--- src/rtl/glcd_dot_plotter_defines.svh ---
// ----------------------------------------------------------------------------
// glcd_dot_plotter_defines
// assertion macros used by the dot plotter controller rtl, empty in synthesis
// ----------------------------------------------------------------------------
`ifndef GLCD_DOT_PLOTTER_DEFINES_SVH
`define GLCD_DOT_PLOTTER_DEFINES_SVH

`ifndef SYNTHESIS
// checked property, switched off while reset is high
`define GLCD_ASSERT(lbl, clk, rst, prop, msg) \
   lbl: assert property (@(posedge clk) disable iff (rst) prop) else $error(msg);
// checked property, also during reset
`define GLCD_ASSERT_ALWAYS(lbl, clk, prop, msg) \
   lbl: assert property (@(posedge clk) prop) else $error(msg);
`else
`define GLCD_ASSERT(lbl, clk, rst, prop, msg)
`define GLCD_ASSERT_ALWAYS(lbl, clk, prop, msg)
`endif

`endif

--- src/rtl/glcd_pkg.sv ---
// ----------------------------------------------------------------------------
// glcd_pkg
// types and constants of the graphic lcd dot plotter
// ----------------------------------------------------------------------------
`timescale 1ns / 1ps

package glcd_pkg;

   localparam int PAGES_DEF   = 8;
   localparam int COLUMNS_DEF = 128;

   // wide enough for page * columns + column at the largest parameters
   localparam int ADDR_CALC_W = 13;

   localparam logic [7:0] CMD_PAGE   = 8'hB8;
   localparam logic [7:0] CMD_COLUMN = 8'h40;

   localparam logic [1:0] CHIP_LEFT  = 2'd0;
   localparam logic [1:0] CHIP_RIGHT = 2'd1;
   localparam logic [1:0] CHIP_BOTH  = 2'd2;

   localparam logic OP_PLOT  = 1'b0;
   localparam logic OP_CLEAR = 1'b1;

   typedef enum logic [2:0] {
      ST_CLEAR,
      ST_IDLE,
      ST_MERGE,
      ST_PAGE,
      ST_COLUMN,
      ST_DATA
   } state_type;

   typedef enum logic [1:0] {
      EMIT_PAGE,
      EMIT_COLUMN,
      EMIT_DATA
   } emit_sel_type;

   typedef struct packed {
      logic         capture;
      logic         clear_step;
      logic         merge;
      logic         emit;
      emit_sel_type emit_sel;
   } ctrl_cmd_type;

   typedef struct packed {
      logic is_clear;
      logic plot_ok;
      logic clear_last;
      logic out_free;
   } dp_status_type;

endpackage

--- src/rtl/glcd_ctrl.sv ---
// ----------------------------------------------------------------------------
// glcd_ctrl
// sequencer for clearing passes and the plot read-modify-write and writes
// ----------------------------------------------------------------------------
`timescale 1ns / 1ps

`include "glcd_dot_plotter_defines.svh"

module glcd_ctrl (
   input  logic                    clock,
   input  logic                    reset,
   input  logic                    req_tvalid,
   output logic                    req_tready,
   input  glcd_pkg::dp_status_type stat,
   output glcd_pkg::ctrl_cmd_type  cmd
);

   import glcd_pkg::*;

   state_type state_ff, state_in;

   always_ff @(posedge clock) begin
      if (reset) begin
         state_ff <= ST_CLEAR;
      end else begin
         state_ff <= state_in;
      end
   end

   always_comb begin
      state_in       = state_ff;
      req_tready     = 1'b0;
      cmd.capture    = 1'b0;
      cmd.clear_step = 1'b0;
      cmd.merge      = 1'b0;
      cmd.emit       = 1'b0;
      cmd.emit_sel   = EMIT_PAGE;
      unique case (state_ff)
         ST_CLEAR: begin
            cmd.clear_step = 1'b1;
            if (stat.clear_last) begin
               state_in = ST_IDLE;
            end
         end
         ST_IDLE: begin
            req_tready = 1'b1;
            if (req_tvalid) begin
               if (stat.is_clear) begin
                  state_in = ST_CLEAR;
               end else if (stat.plot_ok) begin
                  cmd.capture = 1'b1;
                  state_in    = ST_MERGE;
               end
            end
         end
         ST_MERGE: begin
            // page command needs only the row, so it can leave with the merge
            cmd.merge = 1'b1;
            if (stat.out_free) begin
               cmd.emit = 1'b1;
               state_in = ST_COLUMN;
            end else begin
               state_in = ST_PAGE;
            end
         end
         ST_PAGE: begin
            if (stat.out_free) begin
               cmd.emit = 1'b1;
               state_in = ST_COLUMN;
            end
         end
         ST_COLUMN: begin
            cmd.emit_sel = EMIT_COLUMN;
            if (stat.out_free) begin
               cmd.emit = 1'b1;
               state_in = ST_DATA;
            end
         end
         ST_DATA: begin
            cmd.emit_sel = EMIT_DATA;
            if (stat.out_free) begin
               cmd.emit = 1'b1;
               state_in = ST_IDLE;
            end
         end
         default: begin
            state_in = ST_IDLE;
         end
      endcase
   end

   `GLCD_ASSERT(a_emit_needs_room, clock, reset, cmd.emit |-> stat.out_free, "emit with full output register")
   `GLCD_ASSERT(a_clear_item_sweeps, clock, reset, (req_tvalid && req_tready && stat.is_clear) |=> (state_ff == ST_CLEAR), "clear item did not start a sweep")
   `GLCD_ASSERT(a_merge_after_accept, clock, reset, (state_ff == ST_MERGE) |-> ($past(state_ff) == ST_IDLE), "merge without an accepted plot")
   `GLCD_ASSERT_ALWAYS(a_reset_clears, clock, reset |=> (state_ff == ST_CLEAR), "reset did not start a clearing pass")

endmodule

--- config.mk ---
export PLATFORM = sky130hd
export DESIGN_NAME = glcd_ctrl
export DESIGN_NICKNAME = d
export VERILOG_FILES = /design/src/rtl/glcd_pkg.sv /design/src/rtl/glcd_ctrl.sv
export VERILOG_INCLUDE_DIRS = /design/src /design/src/rtl
export SDC_FILE = /design/constraint.sdc
export NUM_CORES = 1
export LEC_CHECK = 0
export ABC_AREA = 1
export BUFFER_PORTS_ARGS = -buffer_cell sky130_fd_sc_hd__buf_4
export CAP_MARGIN = 0
export CORE_AREA = 2 2 39 41
export DETAILED_ROUTE_END_ITERATION = 12
export DIE_AREA = 0 0 41 43
export GPL_ROUTABILITY_DRIVEN = 1
export GPL_TIMING_DRIVEN = 0
export SYNTH_ARGS = -nofsm -noshare
export SYNTH_HDL_FRONTEND = slang
export SYNTH_SLANG_ARGS = --single-unit
--- constraint.sdc ---
create_clock -name clock -period 1.35 [get_ports clock]
set_input_delay 0.0675 -clock clock [delete_from_list [all_inputs] [get_ports clock]]
set_output_delay 0.0675 -clock clock [all_outputs]
set_load 0.01 [all_outputs]
==> out/results.ini <==
[cells_and_area]
top_register = state_ff
largest_reg_flops = 3
fin_util_pct = 33.6
reg_top3 = state_ff: 3 flops
antenna_cells = 0
nets = 84
final_area_um2 = 465
fillCellCount = 156
layout_commonest_cell = nor2_1
drive_above_1_share_pct = 36.8
syn2layout_area_growth_pct = 45.9
most-common-layout-cells = 16 x nor2_1, 14 x nand2_1, 13 x buf_4

[clock_tree]
post-cts-setup-buffers = 0
insertion_delay_ns = 0.23
clk_pin_slew_ns = 0.04
htreeDepth = 1
clockRootBuffer = clkbuf_4
cts_inserted_buffers = 3
cts_tree = built
cts_sinks = 3
clock_path_buffers = 2

[power_and_ir_drop]
seqPwrFrac_pct = 21.3
cellLeakagePower_uw = 0.000272
comb_power_share_pct = 61.0
intPower_uw = 469
p_sw_uw = 408
peakVddDrop_mv = 0.648
p_sw_share_pct = 46.5
powerDensity_nw_per_um2 = 1880
p_clk_share_pct = 17.7

[synth]
netlist.area_leader.share_pct = 18.8
netlist_area_um2 = 319
synthCells = 59
yosys_warnings = 0
yosysSeqAreaShare_pct = 18.8
synthTopCellsByArea = dfxtp_1 19%, nor2_1 19%, nand2_1 16%
synth.distinct_cells = 15
yosys.area.top_type = dfxtp_1
syn_nets = 66
synth-seq-cells = 3
synth.avg_cell_area_um2 = 5.41

[critical_path]
path_depth = 6
critPathBufInv = 2
cp_data_required_time_ns = 1.28
crit_start = state_ff[2]
cp_max_fo = 8
cp_common_cell = nand2_1
critPathArrivalTime_ns = 1.17
cpPeakStageDelay_ns = 0.45
crit_end = cmd[2]
crit_family = flip-flops
r2r_start = state_ff[2]
path_cells = inv_4 -> nand3_2 -> nand2_2 -> nand2_1 -> nand2_1 -> buf_4
startpoint_type = register
critPathKind = reg -> out
crit_path_top_delay_cell = dfxtp_1
end_kind = primary output
reg2reg_slack_ns = 0.22
reg2reg_to = state_ff[2]
r2r_cells = 7

[timing]
rsz0062_at_grt = false
slew_viol_final = 0
tightest_slew_ns = 0.258
fmax_ghz = 0.806
hold_viol_final = 0
fin_crit_sh_pct = 91.9
relSlewSlack_pct = 82.8
final-setup-viol-count = 0
setup_tns_ns = 0
period_needed_ns = 1.24
skew_ns = 0.00205
holdWs_ns = 0.0957

[floorplanning]
rows = 14
design.die.area_um2 = 1760
fp.coreArea_um2 = 1380
ios = 14
die_height_um = 43
die_x_um = 41
start_util_pct = 23.1

[drt]
via_per_inst = 4.02
wl_per_cell_um = 7.84
vias = 370
ant_nets = 0
first_pass_iters = 1
drt_wl_total_um = 721
drc = 0
drtIter0Drc = 0

[placed_design]
place_area_um2 = 437
routabilityCongestion = 0.782
hpwl_um = 599
port_buffers = 13

[global_routing]
grt_pass1_wl_um = 1220
antenna_found_initial = 0
overflow = 0
grt_max_degree = 9
grt_pass1_vias = 332
grt_usage_pct = 10.1

[flow_run]
cap_violations = 0

[outcome]
outcome = complete, no violations

[hold_path]
hold_path_class = in -> reg

==> layer usage <==
layer	vias up	track usage (%)	wire length [um]
met4	0	6.00	0
met5	-	0	0
met1	147	12.9	351
met2	9	14.4	327
li1	214	-	-
met3	0	3.14	42
==> power by group through the flow <==
stage	clock (uW)	combinational [uW]	sequential, uW
2_1_floorplan	0	376	173
3_3_place_gp	0	533	183
3_5_place_dp	0	538	184
4_1_cts	167	540	182
5_1_grt	170	611	194
6_report	155	535	187
==> Yosys cell counts <==
cell type,instances
dfxtp_1,3
a21oi_1,1
nand3_1,5
nor2_1,16
inv_1,8
nand3b_1,1
nand3_2,2
nand2_2,2
inv_4,1
nor2_2,1
nand2_1,14
o21ai_0,1
nor3_2,1
inv_2,2
nand2_4,1
==> cells by family (layout without fill, tap and decap cells) <==
| family | Yosys count | in the layout | share of synthesized area, % |
|---|---|---|---|
| simple gates | 43 | 43 | 64.3 |
| buf+inv | 11 | 28 | 13.7 |
| flops | 3 | 3 | 18.8 |
| compound gates | 2 | 2 | 3.13 |
==> stage by stage <==
stage	total power, uW	cells	worst slack [ns]
finish	877	92	0.110
global route	975	92	0.0129
CTS	888	92	0.0728
detailed placement	721	88	0.214
global placement	716	88	0.229
floorplan	549	59	0.272
==> how the worst min path moves through the flow <==
stage	startpoint	endpoint	slack (ns)	cells past startpoint
2_1_floorplan	stat[2]	cmd[5]	0.23	2
3_3_place_gp	reset	state_ff[0]	0.34	4
3_5_place_dp	reset	state_ff[2]	0.34	4
4_1_cts	reset	state_ff[2]	0.09	4
5_1_grt	reset	state_ff[2]	0.11	4
6_report	reset	state_ff[0]	0.1	4
==> final cells by class <==
type | count | area [um^2] | share of cell area, %
multi-input combinational | 45 | 215 | 46.2
clock buffer | 4 | 26.3 | 5.65
sequential | 3 | 62.6 | 13.4
tap | 16 | 20.0 | 4.30
timing repair buffer | 13 | 97.6 | 21.0
inverter | 11 | 43.8 | 9.41
==> worst reg2reg max path, cell delays in order (launching register included) <==
cell and delay, ns:
dfxtp_1 0.45, inv_4 0.09, nand3_2 0.08, nand2_2 0.07, nand2_4 0.07, nand3_2 0.09, nor2_1 0.11, nor2_1 0.05
==> timing repair <==
item | 4_1_cts | 5_1_grt
endpoints found under the hold margin | 0 | 0
resized for setup | 0 | 2
hold buffers | 0 | 0
setup endpoints to repair | 0 | 2
(Power assumes the default switching activity.)
